`config.mk`:
```
export PLATFORM = sky130hd
export DESIGN_NAME = sorted_array_priority_queue_top
export DESIGN_NICKNAME = d
export VERILOG_FILES = /design/src/rtl/sapq_pkg.sv /design/src/rtl/sapq_cell.sv /design/src/rtl/sorted_array_priority_queue_top.sv
export SDC_FILE = /design/constraint.sdc
export NUM_CORES = 2
export LEC_CHECK = 0
export ABC_AREA = 1
export BUFFER_PORTS_ARGS = -buffer_cell sky130_fd_sc_hd__buf_2
export CAP_MARGIN = 20
export CORE_ASPECT_RATIO = 2
export CORE_MARGIN = 2
export CORE_UTILIZATION = 45
export CTS_CLUSTER_DIAMETER = 60
export DETAILED_ROUTE_END_ITERATION = 8
export GPL_ROUTABILITY_DRIVEN = 0
export SETUP_SLACK_MARGIN = 0.05
export SLEW_MARGIN = 20
export SYNTH_ARGS = -nofsm -noshare
export SYNTH_HDL_FRONTEND = slang
export SYNTH_SLANG_ARGS = --single-unit
```
`constraint.sdc`:
```
create_clock -name clk_i -period 7.4 [get_ports clk_i]
set_input_delay 0.74 -clock clk_i [delete_from_list [all_inputs] [get_ports clk_i]]
set_output_delay 0.74 -clock clk_i [all_outputs]
set_load 0.01 [all_outputs]
```
`src/rtl/sapq_pkg.sv`:
```
// Shared types and constants for the sorted-array priority queue.
// No dependencies.
`default_nettype none

package sapq_pkg;

  localparam int unsigned KeyW = 32;
  localparam int unsigned TagW = 8;
  localparam int unsigned CntOutW = 6;

  localparam logic signed [KeyW-1:0] EmptyKey = 32'sh0000_ffff;
  localparam logic [TagW-1:0] EmptyTag = 8'h78;
  localparam logic [CntOutW-1:0] CapReset = 6'd32;

  typedef enum logic [1:0] {
    MODE_ENQ = 2'd0,
    MODE_DEQ = 2'd1,
    MODE_CLR = 2'd2
  } mode_e;

  typedef enum logic [1:0] {
    ST_OK    = 2'd0,
    ST_FULL  = 2'd1,
    ST_EMPTY = 2'd2
  } status_e;

  typedef struct packed {
    logic signed [KeyW-1:0] key;
    logic [TagW-1:0]        tag;
  } entry_t;

  // Broadcast to every cell.
  typedef struct packed {
    logic   enq;
    logic   deq;
    entry_t ent;
  } cmd_t;

endpackage

`default_nettype wire

```
`src/rtl/sapq_cell.sv`:
```
// One slot of the sorted chain: holds one entry, compares it with the new key
// and keeps its own, the new, the left or the right entry. Uses sapq_pkg.
`default_nettype none

module sapq_cell (
  input  wire logic            clk_i,
  input  wire sapq_pkg::cmd_t  cmd_i,
  input  wire logic            occ_i,
  input  wire logic            left_ins_i,
  input  wire sapq_pkg::entry_t left_entry_i,
  input  wire sapq_pkg::entry_t right_entry_i,
  output logic                 ins_o,
  output sapq_pkg::entry_t     entry_o
);

  sapq_pkg::entry_t entry_q, entry_d;

  // New entry belongs here or further left: slot empty or holds a smaller key.
  assign ins_o = !occ_i || (entry_q.key < cmd_i.ent.key);

  always_comb begin
    entry_d = entry_q;
    if (cmd_i.enq) begin
      if (left_ins_i) begin
        entry_d = left_entry_i;
      end else if (ins_o) begin
        entry_d = cmd_i.ent;
      end
    end else if (cmd_i.deq) begin
      entry_d = right_entry_i;
    end
  end

  always_ff @(posedge clk_i) begin
    entry_q <= entry_d;
  end

  assign entry_o = entry_q;

endmodule

`default_nettype wire

```
`src/rtl/sorted_array_priority_queue_top.sv`:
```
// Sorted-array max-priority queue: chain of sapq_cell slots plus count and
// result registers. Uses sapq_pkg and sapq_cell.
//
// Usage:
//   Command channel: drive mode_i/key_i/tag_i with start high; the transaction
//   is taken at a clock edge where start is high and busy is low. busy stays
//   low, so one operation can be taken every cycle.
//   Result: in the cycle after the transaction, result_valid_o is high for one
//   cycle with status_o, out_key_o, out_tag_o and the head and count after
//   the operation. The receiver cannot stall; a result is shown once.
//   Throughput 1 operation per cycle. Every slot compares
//   its key with the incoming key in parallel and shifts by one toward its
//   neighbor, so the slot chain sets the cycle time (one 32-bit compare and
//   a 4:1 select per slot).
//   Config channel: cfg_data_i written to the capacity limit on
//   cfg_valid_i && cfg_ready_o; write only while no operation is in flight.
//   Reset: queue empty, capacity limit 32, no result pending.
`default_nettype none

module sorted_array_priority_queue_top #(
  parameter int unsigned DEPTH = 32
) (
  input  wire logic                            clk_i,
  input  wire logic                            rst_ni,
  input  wire logic                            start,
  output logic                                 busy,
  input  wire logic [1:0]                      mode_i,
  input  wire logic signed [sapq_pkg::KeyW-1:0] key_i,
  input  wire logic [sapq_pkg::TagW-1:0]       tag_i,
  input  wire logic                            cfg_valid_i,
  output logic                                 cfg_ready_o,
  input  wire logic [sapq_pkg::CntOutW-1:0]    cfg_data_i,
  output logic                                 result_valid_o,
  output logic [1:0]                           status_o,
  output logic signed [sapq_pkg::KeyW-1:0]     out_key_o,
  output logic [sapq_pkg::TagW-1:0]            out_tag_o,
  output logic                                 head_valid_o,
  output logic signed [sapq_pkg::KeyW-1:0]     head_key_o,
  output logic [sapq_pkg::TagW-1:0]            head_tag_o,
  output logic [sapq_pkg::CntOutW-1:0]         count_o
);

  localparam int unsigned CntW = $clog2(DEPTH + 1);
  localparam int unsigned CmpW = (CntW > sapq_pkg::CntOutW) ? CntW : sapq_pkg::CntOutW;

  logic [CntW-1:0] count_q, count_d;
  logic [sapq_pkg::CntOutW-1:0] cap_q;
  logic rvalid_q;
  sapq_pkg::status_e status_q, status_d;
  sapq_pkg::entry_t  out_q, out_d;

  logic [CmpW-1:0] count_w, cap_w, depth_w, eff_cap;
  logic accept, full, empty;
  sapq_pkg::cmd_t cmd;

  logic [DEPTH-1:0]        occ;
  logic [DEPTH-1:0]        ins;
  sapq_pkg::entry_t        ent [DEPTH];

  assign busy        = 1'b0;
  assign cfg_ready_o = 1'b1;
  assign accept      = start && !busy;

  assign count_w = CmpW'(count_q);
  assign cap_w   = CmpW'(cap_q);
  assign depth_w = CmpW'(DEPTH);
  assign eff_cap = (cap_w < depth_w) ? cap_w : depth_w;
  assign full    = count_w >= eff_cap;
  assign empty   = (count_q == '0);

  always_comb begin
    cmd.enq     = 1'b0;
    cmd.deq     = 1'b0;
    cmd.ent.key = key_i;
    cmd.ent.tag = tag_i;
    count_d     = count_q;
    status_d    = sapq_pkg::ST_OK;
    out_d.key   = '0;
    out_d.tag   = '0;
    if (accept) begin
      case (sapq_pkg::mode_e'(mode_i))
        sapq_pkg::MODE_ENQ: begin
          if (full) begin
            status_d = sapq_pkg::ST_FULL;
          end else begin
            cmd.enq = 1'b1;
            count_d = count_q + 1'b1;
          end
        end
        sapq_pkg::MODE_DEQ: begin
          if (empty) begin
            status_d  = sapq_pkg::ST_EMPTY;
            out_d.key = sapq_pkg::EmptyKey;
            out_d.tag = sapq_pkg::EmptyTag;
          end else begin
            cmd.deq = 1'b1;
            out_d   = ent[0];
            count_d = count_q - 1'b1;
          end
        end
        sapq_pkg::MODE_CLR: begin
          count_d = '0;
        end
        default: begin
          count_d = count_q;
        end
      endcase
    end
  end

  always_ff @(posedge clk_i or negedge rst_ni) begin
    if (!rst_ni) begin
      count_q  <= '0;
      cap_q    <= sapq_pkg::CapReset;
      rvalid_q <= 1'b0;
    end else begin
      count_q  <= count_d;
      rvalid_q <= accept;
      if (cfg_valid_i && cfg_ready_o) begin
        cap_q <= cfg_data_i;
      end
    end
  end

  always_ff @(posedge clk_i) begin
    if (accept) begin
      status_q <= status_d;
      out_q    <= out_d;
    end
  end

  // Slot chain; slot 0 holds the head.
  for (genvar i = 0; i < DEPTH; i++) begin : g_cell
    logic             left_ins;
    sapq_pkg::entry_t left_ent, right_ent;

    assign occ[i] = count_q > CntW'(i);

    if (i == 0) begin : g_first
      assign left_ins = 1'b0;
      assign left_ent = cmd.ent;
    end else begin : g_mid
      assign left_ins = ins[i-1];
      assign left_ent = ent[i-1];
    end

    if (i == DEPTH - 1) begin : g_last
      assign right_ent = ent[i];
    end else begin : g_inner
      assign right_ent = ent[i+1];
    end

    sapq_cell u_cell (
      .clk_i         (clk_i),
      .cmd_i         (cmd),
      .occ_i         (occ[i]),
      .left_ins_i    (left_ins),
      .left_entry_i  (left_ent),
      .right_entry_i (right_ent),
      .ins_o         (ins[i]),
      .entry_o       (ent[i])
    );
  end

  assign result_valid_o = rvalid_q;
  assign status_o       = status_q;
  assign out_key_o      = out_q.key;
  assign out_tag_o      = out_q.tag;
  assign head_valid_o   = !empty;
  assign head_key_o     = empty ? sapq_pkg::EmptyKey : ent[0].key;
  assign head_tag_o     = empty ? sapq_pkg::EmptyTag : ent[0].tag;
  assign count_o        = count_w[sapq_pkg::CntOutW-1:0];

endmodule

`default_nettype wire

```
# After elaboration in Yosys (flattened, before gate mapping)
# Cells that the tools add are included.
[word_totals]
ff_bits = 1335
elab_cells = 420
output_inout_bits = 92
[op_classes]
mux = 140
n_lt_le_gt_ge = 66
bitwise_logic = 1
eq_ne = 35
reduce_logical = 104
addsub = 2
[ops]
columns = ["op", "count"]
rows = [
  ["40-bit 2-to-1 mux", 125],
  ["32-bit < comparator", 32],
  ["6-bit by 5-bit > comparator with 1-bit output (second input constant)", 16],
  ["3-bit by 1-bit inequality test with 1-bit output (second input constant)", 30],
  ["2-bit AND reduction", 32],
  ["6-bit by 4-bit > comparator with 1-bit output (second input constant)", 8],
  ["1-bit logical NOT", 33],
  ["1-bit logical OR", 32],
  ["32-bit 2-to-1 mux", 1],
  ["6-bit by 3-bit > comparator with 1-bit output (second input constant)", 4],
  ["24-bit 2-to-1 mux", 1],
  ["6-bit 2-to-1 mux", 3],
  ["6-bit case mux with 3 select lines", 1],
  ["6-bit by 1-bit > comparator with 1-bit output (second input constant)", 2],
  ["6-bit by 2-bit > comparator with 1-bit output (second input constant)", 2],
  ["8-bit 2-to-1 mux", 1],
  ["6-bit by 1-bit adder with 6-bit output (second input constant)", 1],
  ["6-bit >= comparator", 1],
  ["6-bit logical NOT", 1],
  ["6-bit < comparator (second input constant)", 1],
  ["6-bit by 1-bit subtractor with 6-bit output (second input constant)", 1],
  ["1-bit 2-to-1 mux", 5],
  ["2-bit 2-to-1 mux", 2],
  ["2-bit inequality test (second input constant)", 2],
  ["10 further kinds", 11],
]

# Logic depth before layout (Yosys ltp)
[depth]
depth_word = 8
ltp_mapped = 20
mapped_depth_nobuf = 18

# Modules after synthesis
# Synthesis repeated with hierarchy kept, for this count alone.
[hier_totals]
hier_cells = 11908
area_unflattened_um2 = 94290.4
[by_module_without_submodules]
columns = ["module", "area_each_um2", "cells_per_inst", "instances"]
rows = [
  ["sapq_cell", 2846.5, 360, 32],
  ["sorted_array_priority_queue_top", 3203.1, 388, 1],
]

# Worst setup path before layout
# No wires, ideal clock.
[synth_path]
kind = "input to register"
start = "input port key_i[5] in the netlist's numbering"
end = "register g_cell[3].u_cell.entry_q (netlist bit g_cell[3].u_cell.entry_o[0]), enable pin"
path_stages = 14
path_buffers = 1
arrival_time_ps = 5981
path_slack_ps = 926
setup_ps = 493
path_cell_list = "inv_1 -> clkbuf_1 -> ha_1 -> a21oi_1 -> nor2_1 -> nor3_1 -> nand2_1 -> nand2_1 -> nand2_1 -> nand2_1 -> nand3_1 -> nand3_1 -> nor2_1 -> o21ai_0"
[synth_between]
elab_chain_len = 4
elab_cells_between_ends = 6
[synth_lines]
columns = ["item", "line", "source"]
rows = [
  ["start, declared", "sorted_array_priority_queue_top.sv:28", "input wire logic signed [sapq_pkg::KeyW-1:0] key_i,"],
  ["32-bit < comparator", "sapq_cell.sv:19", "assign ins_o = !occ_i || (entry_q.key < cmd_i.ent.key);"],
  ["1-bit logical OR", "sapq_cell.sv:19", ""],
  ["3-bit by 1-bit inequality test with 1-bit output (no source line) *", "n/a", ""],
  ["2-bit AND reduction (no source line) *", "n/a", ""],
  ["end signal, assigned", "sapq_cell.sv:35", "entry_q <= entry_d;"],
  ["end, declared", "sapq_cell.sv:16", "sapq_pkg::entry_t entry_q, entry_d;"],
]
# Mark *: on every way between the ends. The rest lies on a longest branch, timed or not.
# A chain may end at the register's enable or synchronous reset.

# Worst setup path after layout
[layout_path]
start = "register count_q[1], in the netlist count_o[1]"
end = "register g_cell[22].u_cell.entry_q (netlist bit g_cell[22].u_cell.entry_o[9]), enable pin"
[layout_between]
elab_chain_len = 6
elab_cells_between_ends = 16
[layout_lines]
columns = ["item", "line", "source"]
rows = [
  ["start, declared", "sorted_array_priority_queue_top.sv:46", "logic [CntW-1:0] count_q, count_d;"],
  ["start signal, assigned", "sorted_array_priority_queue_top.sv:117", "count_q <= count_d;"],
  ["6-bit >= comparator or 6-bit logical NOT (tied branches)", "sorted_array_priority_queue_top.sv:68, sorted_array_priority_queue_top.sv:69", ""],
  ["1-bit 2-to-1 mux (on tied branches)", "sorted_array_priority_queue_top.sv:83, sorted_array_priority_queue_top.sv:91", ""],
  ["1-bit 2-to-1 mux", "sorted_array_priority_queue_top.sv:81", "case (sapq_pkg::mode_e'(mode_i))"],
  ["2-bit 2-to-1 mux", "sorted_array_priority_queue_top.sv:80", "if (accept) begin"],
  ["3-bit by 1-bit inequality test with 1-bit output (no source line) or 2-bit nonzero test (tied branches)", "n/a", ""],
  ["2-bit AND reduction (no source line) *", "n/a", ""],
  ["end signal, assigned", "sapq_cell.sv:35", ""],
  ["end, declared", "sapq_cell.sv:16", ""],
]
# Marked as above.

==> results.md <==
* Num CTS Buffers at 150
* Internal power at 21.23 mW
* Die Y at around 670 um
* Routed Antenna Nets at 0
* RR Endpoint: g_cell[22].u_cell.entry_o[9]
* Drt drc at 0
* Met3 Track Usage GR at 0.02467
* Die area at roughly 230000 um2
* Via Count at 89.38k
* Mapped Nets at between 10k and 15k
* Setup crit start: count_o[1]
* Hold Path Sink: cap_q[0]
* CTS tree: done
* Worst Path Max Fanout at 42
* Final setup viols at 0
* Hold slack at 0.1384 ns
* CP bufs+invs at 4
* TritonRoute pass-1 iters at 6
* Clock skew at around 0.047 ns
* Max capacitance violation total at 0
* Slew Limit Fails at 0
* Hold_sp: cfg_data_i[0]
* Num ports at about 140
* Synth top area share at 0.3972
* PortBufs at about 140
* Total Power at 39.76 mW
* Fin crit period at 5.393 ns
* Status: finished clean
* Most frequent cells after synthesis: nand2_1 (4532), nand3_1 (1541), inv_1 (1539)
* Clock Root Buffer: clkbuf_16
* Initial antenna violation count at 4
* CTS Buffer Depth at 4
* Met2 Usage GRT at 0.5534
* Die Wd at roughly 340 um
* DR WL/cell at about 20 um
* Area of the multi-input gates at between 50000 and 60000 um2
* Mapped Cells at roughly 13k
* 1st-iter DRT viols at 5783
* Asr flop ratio synth at 0.009738
* R2R depth at 9
* Synthesized flop and latch total at 1335
* Critical setup path kind: reg2reg
* Filler Cell Count at 21.60k
* Reg power frac at 0.332
* Hold path depth at 3
* Worst Path Required at 7.88 ns
* Switch share at 0.4661
* Area growth from synthesis to layout at 8.089%
* Yosys warning total at 0
* RSZ-0062 raised after global routing: false
* Top cell type by total area after synthesis: edfxtp_1
* Period utilization at 0.7288
* Largest net degree at the start of global routing at about 230
* Setup_tns at 0 ns
* CP endpoint kind: flip-flop
* Vias in the first global route at 91.64k
* Met1 Resource Use GR at 0.2562
* Leak at 52.81 nW
* Worst min path class: in2reg
* NetSw at around 19 mW
* DPL Wire Length at 243500 um
* Fmax at between 150 and 200 MHz
* CP cell instances: inv_1 > ha_1 > nand2_4 > nand2_1 > o21ai_1 > inv_2 > buf_4 > a21oi_4 > buf_4
* Post-synthesis sequential area ratio at 0.4005
* Worst r2r src: count_o[1]
* Crit start category: flip-flop
* Top cells by area, synth: edfxtp_1 (40%), nand2_1 (17%), ha_1 (13%), nand3_1 (7.7%), nand4_1 (6.9%)
* Synth Flop Type: edfxtp_1
* Storage cell area at 40020 um2
* CP max-delay cell: a21oi_4
* Starting Density at 0.4528
* Post-synth EDFFs at about 1.3k
* GR Overflow Total at 0
* Share of cells above drive strength 1 at 0.05692
* Placed Area at a little over 100000 um2
* Vias per Instance at 5.608
* Clock power frac at 0.189
* Leading cell type by number of instances after synthesis: nand2_1
* Pwr Density at ~370 nW/um2
* Post-CTS setup buffers at 0
* Unique masters post-synth at 40
* Cell mode on critical path: buf_4
* Critical path's top delay family: compound AO/OA/AOI/OAI gates
* Routed wire length at about 320000 um
* Design area at 108000 um2
* GRT busiest layer: met2
* Worst-skew pair later-pin latency at ~0.83 ns
* Mapped Avg Cell Area at 7.573 um2
* All-Layer GR Usage at 0.2808
* WP data arrival at slightly below 6 ns
* Worst slew pin tran at roughly 1.2 ns
* Clock sinks at 1335
* Synth Cell Area at 99940 um2
* Clock slew at reported path FFs at 0.06 ns
* Max VDD drop at 0.0004047 V
* Core area at 220700 um2
* Htree depth at 4
* Gate power share at 0.479
* First-pass GRT wire length at 503100 um
* Layout Nets at around 14k
* Row count at 244
* Rel. slew slack at 0.1955
* FF-to-FF setup slack at roughly 2.0 ns
* CP peak stage delay at a little over 0.8 ns
* Fin. Hold Viols at 0
tightest hold or removal path, stage by stage:
cell	delay [ns]
buf_2	0.07
nand2_1	0.04
o21ai_0	0.06
repair_timing:
action / 4_1_cts / 5_1_grt
hold buffers: 1 / 0
resized for setup: 0 / 0
hold endpoints to repair: 12 / 0
sequential cells by signal (all words and copies together), names as in the netlist:
signal                 cells
g_cell.u_cell.entry_o   1280
out_key_o                 32
out_tag_o                  8
cap_q                      6
count_o                    6
status_o                   2
result_valid_o             1
kinds of logic (layout without fill, tap and decap cells):
family,after synthesis,in the layout,synth area share
buffers and inverters,2446,2233,0.09603
DFF,1335,1335,0.4005
xor gates and xnor gates,4,4,0.0003505
adders and majority gates,1005,1005,0.1258
and+or+nand+nor,7584,7584,0.3333
other,2,4,0.00007515
AOI/OAI and AO/OA,817,817,0.04344
muxes,4,4,0.0004507
area by class of cell:
type / instances / share of cell area
antenna: 2 / 0.00004633
clock inverter: 76 / 0.006347
inverter: 1554 / 0.05407
clock buffer: 180 / 0.03638
sequential: 1335 / 0.3705
tap: 2952 / 0.03419
timing repair buffer: 423 / 0.02761
multi-input combinational: 9416 / 0.4708
power by group through the flow:
stage	Sequential [mW]	Combinational [mW]	Clock, mW
6_report	13.2	19.1	7.52
3_5_place_dp	13.3	18.9	0
4_1_cts	13.2	19.0	7.68
3_3_place_gp	13.3	18.5	0
5_1_grt	13.4	21.1	7.89
2_1_floorplan	12.9	12.9	0
how the worst max path moves through the flow:
stage               cells past startpoint  slack [ns]                       endpoint
detailed placement                     20        1.72   g_cell[16].u_cell.entry_o[9]
global placement                       20        1.73   g_cell[16].u_cell.entry_o[9]
finish                                  9        2.01   g_cell[22].u_cell.entry_o[9]
CTS                                     9        1.97   g_cell[16].u_cell.entry_o[9]
floorplan                              14        0.93    g_cell[3].u_cell.entry_o[0]
global route                            9        1.87  g_cell[22].u_cell.entry_o[13]
cells in the final DEF (no fill, tap or decap), types with 3 or more instances in the layout:
cell / count
a21oi_1: 502
a21oi_4: 26
a31oi_1: 9
a31oi_4: 3
buf_12: 11
buf_2: 141
buf_4: 269
bufinv_16: 13
clkbuf_1: 27
clkbuf_16: 153
clkinv_1: 26
clkinv_2: 33
dfrtp_1: 12
edfxtp_1: 1322
ha_1: 1005
inv_1: 1507
inv_2: 46
mux2_2: 4
nand2_1: 4527
nand2_2: 4
nand3_1: 1535
nand3_2: 6
nand3b_1: 13
nand4_1: 1103
nor2_1: 322
nor2_2: 3
nor2_4: 5
nor3_1: 57
nor4_1: 5
o211ai_1: 17
o21a_1: 20
o21ai_0: 179
o21ai_1: 5
o21ai_4: 7
o21bai_1: 40
xor2_1: 4
layer usage:
layer / part of all wire / vias to the layer above / routed length, um
met2: 0.55 / 2956 / 179500
met1: 0.32 / 41380 / 104900
met5: 0 / - / 0
met4: 0.087 / 0 / 28380
li1: - / 43870 / -
met3: 0.037 / 1174 / 11880
stage by stage:
stage,setup WS (ns),util,std cells
global route,1.869,0.4894,15940
CTS,1.970,0.4892,15930
global placement,1.730,0.4682,15680
detailed placement,1.724,0.4682,15680
finish,2.007,0.4894,15940
floorplan,0.9257,-,13200
Power figures use the tool's default switching activity.
